### config.mk
export PLATFORM = sky130hd
export DESIGN_NAME = array_set_table
export DESIGN_NICKNAME = d
export VERILOG_FILES = /design/src/arrset_pkg.sv /design/src/array_set_table.sv /design/src/arrset_mem.sv /design/src/arrset_seq.sv
export SDC_FILE = /design/constraint.sdc
export NUM_CORES = 2
export LEC_CHECK = 0
export BUFFER_PORTS_ARGS = -buffer_cell sky130_fd_sc_hd__buf_2
export CELL_PAD_IN_SITES_DETAIL_PLACEMENT = 0
export CELL_PAD_IN_SITES_GLOBAL_PLACEMENT = 1
export CORE_MARGIN = 2
export CORE_UTILIZATION = 25
export CTS_CLUSTER_SIZE = 40
export DETAILED_ROUTE_END_ITERATION = 6
export PLACE_DENSITY_LB_ADDON = 0.1
export SLEW_MARGIN = 25
export SYNTH_ARGS = -nofsm -noshare
export SYNTH_HDL_FRONTEND = slang
export SYNTH_SLANG_ARGS = --single-unit
export TNS_END_PERCENT = 50
### constraint.sdc
create_clock -name clk -period 10.05 [get_ports clk]
set_input_delay 2.01 -clock clk [delete_from_list [all_inputs] [get_ports clk]]
set_output_delay 2.01 -clock clk [all_outputs]
set_load 0.02 [all_outputs]
### src/arrset_pkg.sv
// Shared types and constants for the array set table.
package arrset_pkg;

  // Width of the capacity register and its value after reset
  localparam int unsigned CFG_W = 7;
  localparam logic [CFG_W-1:0] CAP_RESET = 7'd64;

  // Width of one stored value
  localparam int unsigned DATA_W = 32;

  // Command codes; the unused code acts as a query
  typedef enum logic [1:0] {
    CMD_QUERY  = 2'd0,
    CMD_INSERT = 2'd1,
    CMD_DELETE = 2'd2
  } cmd_t;

  // One result item handed from the sequencer to the output register
  typedef struct packed {
    logic       full_error;
    logic [6:0] occupancy;
    logic [5:0] position;
    logic       found;
  } res_t;

endpackage

### src/array_set_table.sv
// Array set table: a set of distinct signed 32-bit values, searched linearly.
//
// Usage:
//   s_* carries commands (query, insert, delete) with a value. One command is
//   worked on at a time; s_tready is high while the sequencer is idle.
//   m_* returns one result per command: found flag, found position,
//   occupancy after the command and a full error for a refused insert.
//   cfg_* writes the capacity limit; cfg_ready is always high. Write it only
//   while no command is in flight.
// Timing:
//   One entry is compared per cycle through the registered read port. A command
//   searches the held values in order; a delete that hits then shifts every
//   later entry down by one, keeping their order.
// Reset:
//   rst clears the occupancy, sets the capacity limit to 64 and empties the
//   output register. Stored entries need no clearing.
// Stall:
//   The result waits in the output register; the sequencer takes the next
//   command once its result has a free slot.
module array_set_table #(
  parameter int unsigned DEPTH = 64
) (
  input  logic        clk,
  input  logic        rst,
  // slave stream: [1:0] cmd, [33:2] value, [39:34] zero
  input  logic        s_tvalid,
  output logic        s_tready,
  input  logic [39:0] s_tdata,
  // master stream: [0] found, [6:1] position, [13:7] occupancy,
  // [14] full_error, [15] zero
  output logic        m_tvalid,
  input  logic        m_tready,
  output logic [15:0] m_tdata,
  // capacity limit write
  input  logic        cfg_valid,
  output logic        cfg_ready,
  input  logic [6:0]  cfg_data
);

  localparam int unsigned AW   = (DEPTH > 1) ? $clog2(DEPTH) : 1;
  localparam int unsigned CNTW = $clog2(DEPTH + 1);

  logic [arrset_pkg::CFG_W-1:0]   cap_limit;
  logic                           res_valid;
  logic                           res_ready;
  arrset_pkg::res_t               res;
  arrset_pkg::res_t               res_q;
  logic                           we;
  logic [AW-1:0]                  waddr;
  logic [arrset_pkg::DATA_W-1:0]  wdata;
  logic [AW-1:0]                  raddr;
  logic [arrset_pkg::DATA_W-1:0]  rdata;

  // Capacity register
  assign cfg_ready = 1'b1;

  always_ff @(posedge clk) begin
    if (rst) begin
      cap_limit <= arrset_pkg::CAP_RESET;
    end else if (cfg_valid && cfg_ready) begin
      cap_limit <= cfg_data;
    end
  end

  // Output register: load when empty or being drained
  assign res_ready = !m_tvalid || m_tready;

  always_ff @(posedge clk) begin
    if (rst) begin
      m_tvalid <= 1'b0;
    end else if (res_ready) begin
      m_tvalid <= res_valid;
    end
  end

  always_ff @(posedge clk) begin
    if (res_ready && res_valid) begin
      res_q <= res;
    end
  end

  assign m_tdata = {1'b0, res_q.full_error, res_q.occupancy, res_q.position, res_q.found};

  arrset_seq #(
    .DEPTH (DEPTH),
    .AW    (AW),
    .CNTW  (CNTW)
  ) u_seq (
    .clk       (clk),
    .rst       (rst),
    .in_valid  (s_tvalid),
    .in_ready  (s_tready),
    .in_cmd    (s_tdata[1:0]),
    .in_value  (s_tdata[33:2]),
    .cap_limit (cap_limit),
    .res_valid (res_valid),
    .res_ready (res_ready),
    .res       (res),
    .we        (we),
    .waddr     (waddr),
    .wdata     (wdata),
    .raddr     (raddr),
    .rdata     (rdata)
  );

  arrset_mem #(
    .DEPTH (DEPTH),
    .AW    (AW)
  ) u_mem (
    .clk   (clk),
    .we    (we),
    .waddr (waddr),
    .wdata (wdata),
    .raddr (raddr),
    .rdata (rdata)
  );

endmodule

### src/arrset_mem.sv
// Entry storage: one write port, one registered read port.
module arrset_mem #(
  parameter int unsigned DEPTH = 64,
  parameter int unsigned AW    = 6
) (
  input  logic                            clk,
  input  logic                            we,
  input  logic [AW-1:0]                   waddr,
  input  logic [arrset_pkg::DATA_W-1:0]   wdata,
  input  logic [AW-1:0]                   raddr,
  output logic [arrset_pkg::DATA_W-1:0]   rdata
);

  logic [arrset_pkg::DATA_W-1:0] mem [DEPTH];

  // Write one entry
  always_ff @(posedge clk) begin
    if (we) begin
      mem[waddr] <= wdata;
    end
  end

  // Register the read data
  always_ff @(posedge clk) begin
    rdata <= mem[raddr];
  end

endmodule

### src/arrset_seq.sv
// Sequencer: linear search with a shared compare, append on insert,
// order-keeping shift on delete.
module arrset_seq #(
  parameter int unsigned DEPTH = 64,
  parameter int unsigned AW    = 6,
  parameter int unsigned CNTW  = 7
) (
  input  logic                                clk,
  input  logic                                rst,
  // command in
  input  logic                                in_valid,
  output logic                                in_ready,
  input  logic [1:0]                          in_cmd,
  input  logic signed [arrset_pkg::DATA_W-1:0] in_value,
  input  logic [arrset_pkg::CFG_W-1:0]        cap_limit,
  // result out
  output logic                                res_valid,
  input  logic                                res_ready,
  output arrset_pkg::res_t                    res,
  // memory port
  output logic                                we,
  output logic [AW-1:0]                       waddr,
  output logic [arrset_pkg::DATA_W-1:0]       wdata,
  output logic [AW-1:0]                       raddr,
  input  logic [arrset_pkg::DATA_W-1:0]       rdata
);

  localparam int unsigned CMPW = (CNTW > arrset_pkg::CFG_W) ? CNTW : arrset_pkg::CFG_W;

  typedef enum logic [3:0] {
    ST_IDLE   = 4'b0001,
    ST_SEARCH = 4'b0010,
    ST_SHIFT  = 4'b0100,
    ST_DONE   = 4'b1000
  } state_t;

  state_t                             state, state_next;
  logic [1:0]                         cmd_q, cmd_q_next;
  logic signed [arrset_pkg::DATA_W-1:0] value_q, value_q_next;
  logic [AW-1:0]                      idx, idx_next;
  logic [AW-1:0]                      pos, pos_next;
  logic [CNTW-1:0]                    count, count_next;
  logic                               found, found_next;
  logic                               full, full_next;

  logic                               hit;
  logic                               last_search;
  logic                               last_shift;
  logic                               room;

  // Shared compare and bound checks
  assign hit         = (count != '0) && (rdata == value_q);
  assign last_search = (CNTW'(idx) + CNTW'(1)) >= count;
  assign last_shift  = (CNTW'(idx) + CNTW'(2)) >= count;
  assign room        = (CMPW'(count) < CMPW'(cap_limit)) && (count < CNTW'(DEPTH));

  assign in_ready  = (state == ST_IDLE);
  assign res_valid = (state == ST_DONE);

  assign res.found      = found;
  assign res.position   = 6'(pos);
  assign res.occupancy  = 7'(count);
  assign res.full_error = full;

  // Next-state and memory control
  always_comb begin
    state_next   = state;
    cmd_q_next   = cmd_q;
    value_q_next = value_q;
    idx_next     = idx;
    pos_next     = pos;
    count_next   = count;
    found_next   = found;
    full_next    = full;
    we           = 1'b0;
    waddr        = AW'(count);
    wdata        = value_q;
    raddr        = '0;
    unique case (state)
      ST_IDLE: begin
        if (in_valid) begin
          cmd_q_next   = in_cmd;
          value_q_next = in_value;
          idx_next     = '0;
          pos_next     = '0;
          found_next   = 1'b0;
          full_next    = 1'b0;
          state_next   = ST_SEARCH;
        end
      end
      ST_SEARCH: begin
        raddr = idx + AW'(1);
        if (hit) begin
          found_next = 1'b1;
          pos_next   = idx;
          if (cmd_q == arrset_pkg::CMD_DELETE) begin
            if (last_search) begin
              count_next = count - CNTW'(1);
              state_next = ST_DONE;
            end else begin
              state_next = ST_SHIFT;
            end
          end else begin
            state_next = ST_DONE;
          end
        end else if (last_search) begin
          if (cmd_q == arrset_pkg::CMD_INSERT) begin
            if (room) begin
              we         = 1'b1;
              count_next = count + CNTW'(1);
            end else begin
              full_next  = 1'b1;
            end
          end
          state_next = ST_DONE;
        end else begin
          idx_next = idx + AW'(1);
        end
      end
      ST_SHIFT: begin
        // move the entry above down by one
        raddr    = idx + AW'(2);
        we       = 1'b1;
        waddr    = idx;
        wdata    = rdata;
        idx_next = idx + AW'(1);
        if (last_shift) begin
          count_next = count - CNTW'(1);
          state_next = ST_DONE;
        end
      end
      ST_DONE: begin
        if (res_ready) begin
          state_next = ST_IDLE;
        end
      end
      default: begin
        state_next = ST_IDLE;
      end
    endcase
  end

  // Control registers
  always_ff @(posedge clk) begin
    if (rst) begin
      state <= ST_IDLE;
      count <= '0;
    end else begin
      state <= state_next;
      count <= count_next;
    end
  end

  // Work registers
  always_ff @(posedge clk) begin
    cmd_q   <= cmd_q_next;
    value_q <= value_q_next;
    idx     <= idx_next;
    pos     <= pos_next;
    found   <= found_next;
    full    <= full_next;
  end

`ifndef SYNTHESIS
  a_count_bound: assert property (@(posedge clk) disable iff (rst)
    count <= CNTW'(DEPTH))
    else $error("occupancy above table depth");

  a_write_busy: assert property (@(posedge clk) disable iff (rst)
    we |-> (state == ST_SEARCH || state == ST_SHIFT))
    else $error("memory write outside search or shift");

  a_full_miss: assert property (@(posedge clk) disable iff (rst)
    (state == ST_DONE && full) |-> !found)
    else $error("full error on a value already present");

  a_count_step: assert property (@(posedge clk) disable iff (rst)
    (!$past(rst) && count != $past(count)) |->
      (count == CNTW'($past(count) + CNTW'(1)) || count == CNTW'($past(count) - CNTW'(1))))
    else $error("occupancy moved by more than one");
`endif

endmodule

==> summary.txt <==
Final layout
  • Most frequent cells in the layout: edfxtp_1 (2111), o22ai_1 (1126), nand2_1 (1113)
  • Fin cells: 12.7k
  • Commonest non-fill, non-tap cell in the layout: edfxtp_1
  • Layout area overhead: 15.7%
  • Nets: 7530
  • Share of layout cells above drive strength 1: 10.2%

Route
  • Starting DRT DRC Count: 6566
  • Total number of vias: roughly 70k
  • Final wirelength: roughly 400 mm
  • Wirelength per Cell: 31.6 um
  • Via density: about 5.5
  • DRT Pass-1 Iters: 5
  • DRC viols: 0
  • Antenna-violating nets left: 0

Clock network
  • Num CTS Buffers: 274
  • Hold_buf cts: 0
  • Clock Path Buffers: 4
  • Buffers inserted by post-CTS timing repair: 0
  • Clk slew on worst S/H paths: 0.06 ns
  • CTS tree: done
  • CTS Root Buffer Type: clkbuf_16
  • Worst-Skew Late Latency: 0.92 ns
  • Post-cts repair resize count: 0
  • CTS sink cnt: 2162
  • H-tree depth: 5

Floorplanning
  • Boundary pin count: 71
  • Die Height: about 620 um
  • Die Footprint: 383000 um^2
  • Row cnt: roughly 230
  • Die width: a little over 600 um
  • Initial Utilization: between 20% and 30%
  • Core area: 376000 um^2

Global route
  • Initial antenna violation count: 20
  • GRT Util Overall: 20.2%
  • Grt total ovfl: 0
  • Largest net degree at the start of global routing: around 120
  • Vias in the first global route: 68.7k
  • Global-route wire length before repair: 557 mm

Timing
  • Clk_skew: 0.0559 ns
  • Worst Tran Pin Value: 1.06 ns
  • Unrepaired setup endpoints after global routing: no
  • Period minus WS final: 6.05 ns
  • Hold Vio Cnt, Final: 0
  • Fmax: 0.165 GHz
  • Final setup fails: 0
  • Hold WS: 0.415 ns
  • Period Utilization, post-route: 60.2%
  • Max Transition Viols Final: 0
  • Slew headroom: 29.6%
  • Post-route setup TNS: 0 ns

Worst setup path
  • Critical Path Most Common Cell: buf_4
  • CP peak stage delay: 0.78 ns
  • WP data required: 10.81 ns
  • CP max stage cell: dfxtp_4
  • Crit path cell chain: buf_4 -> inv_8 -> nor3_1 -> o21a_4 -> buf_4 -> buf_4 -> nand3_1 -> a31oi_1 -> o22ai_1 -> or4_1
  • Reg2Reg Depth: 10
  • Startpoint types: register
  • Setup CP Type: reg -> reg
  • CP arrival: approximately 7 ns
  • CP Capture Type: register
  • CP max FO: 91

Synthesis
  • Top_reg_cell synth: edfxtp_1
  • Yosys top cell area share: 67.0%
  • Post-synthesis sequential area ratio: between 60% and 70%
  • Avg Cell Area, Syn: roughly 12 um^2
  • Ys async rst share: 0%
  • Netlist cell types: 63
  • Syn nets: just under 8k
  • Dominant cell type by area after synthesis: edfxtp_1
  • Mapped Cells: 7622
  • Dominant cells by area after synthesis: edfxtp_1 (67%), o22ai_1 (7.5%), nand2_1 (4.5%)
  • Number of flops mapped to enable cells by yosys: 2111
  • Synthesized area: roughly 95000 um^2
  • Syn. warnings: 0
  • #FFs+latches synth: 2162

Place
  • GPL Wtd Cong: 0.741
  • PortBufs: 62
  • Placed Cells: between 10k and 15k
  • Post-DP HPWL: 204 mm

Power and ir drop
  • Peak VDD IR: 0.105 mV
  • Power, Total: about 23 mW
  • Leak Pwr: between 30 and 40 nW
  • PD cells: 211 nW/um^2

Hold path
  • Hold path depth: 0
  • Class of the worst hold path: reg -> reg

Status
  • Outcome: complete, no violations

Flow run
  • Max Cap Viol: 0
[per-stage QoR]
stage,utilization [%],worst slack (ns),instance area (um^2)
finish,29.1,4.00,109000
CTS,29.1,3.84,109000
global placement,26.9,3.49,101000
floorplan,-,4.19,94600
global route,29.1,3.73,109000
detailed placement,26.9,3.86,101000
[worst paths after layout]
kind | from | end | slack, ns
max | u_seq.state[1] | u_mem.rdata[15] | 4.00
min | u_seq.found | m_tdata[0] | 0.42
max reg2reg | u_seq.state[1] | u_mem.rdata[15] | 4.00
min reg2reg | u_seq.found | m_tdata[0] | 0.42
[flip-flops by register name, summed over array words and instances, names as in the netlist]
name and count:
u_mem.mem 2048, u_mem.rdata 32, u_seq.value_q 32, m_tdata 15, cap_limit 7, u_seq.count 7, u_seq.idx 6, u_seq.pos 6
u_seq.state 4, u_seq.cmd_q 2, m_tvalid 1, u_seq.found 1, u_seq.full 1
[routing by layer]
metal  GRT usage, %  vias up  share of wire, %
li1               -    30400                 -
met1           28.1    37200                46
met2           33.2     2174                47
met3           2.07      494               4.4
met4           5.90        0               2.6
met5              0        -                 0
[power breakdown]
group	total (mW)	internal (mW)	leakage (nW)	switching [mW]
combinational	3.40	0.922	9.46	2.48
sequential	10.3	10.2	19.4	0.145
clock	9.40	5.42	4.04	3.99
total	23.1	16.5	32.9	6.61
[cells by family after synthesis]
group,count (synthesis),share of synthesized area (%)
flops,2162,68.1
mux,10,0.108
fa+ha+maj,24,0.317
other cells,2,0.00794
buf+inv,762,3.23
simple gates,1886,8.67
xor+xnor,41,0.380
compound gates,2735,19.2
[cells in the mapped netlist (16+ instances only)]
| cell type | count |
|---|---|
| o211ai_1 | 516 |
| a21oi_1 | 276 |
| clkbuf_1 | 537 |
| edfxtp_1 | 2111 |
| xnor2_1 | 37 |
| buf_1 | 83 |
| or4_1 | 32 |
| o32ai_1 | 16 |
| buf_2 | 113 |
| a22oi_1 | 514 |
| dfxtp_1 | 51 |
| ha_1 | 24 |
| nand2_1 | 1145 |
| a31oi_1 | 237 |
| inv_1 | 19 |
| and3_1 | 26 |
| nor3_1 | 80 |
| nor2_1 | 26 |
| o22ai_1 | 1133 |
| nand3_1 | 523 |
[critical path, delay by kind of cell (launching register included)]
| kind | cells | cell delay (ns) |
|---|---|---|
| buffers and inverters | 4 | 2.50 |
| AND/OR/NAND/NOR | 3 | 1.30 |
| AO/OA/AOI/OAI | 3 | 1.17 |
| flip-flops | 1 | 0.78 |
[layout make-up]
type | instances | area [um^2]
antenna | 27 | 67.6
timing repair buffer | 298 | 2530
sequential | 2162 | 64400
clock buffer | 375 | 7470
inverter | 20 | 90.1
multi-input combinational | 4698 | 27800
tap | 4994 | 6250
fill | 38000 | 267000
clock inverter | 106 | 865
Power figures use the tool's default switching activity.
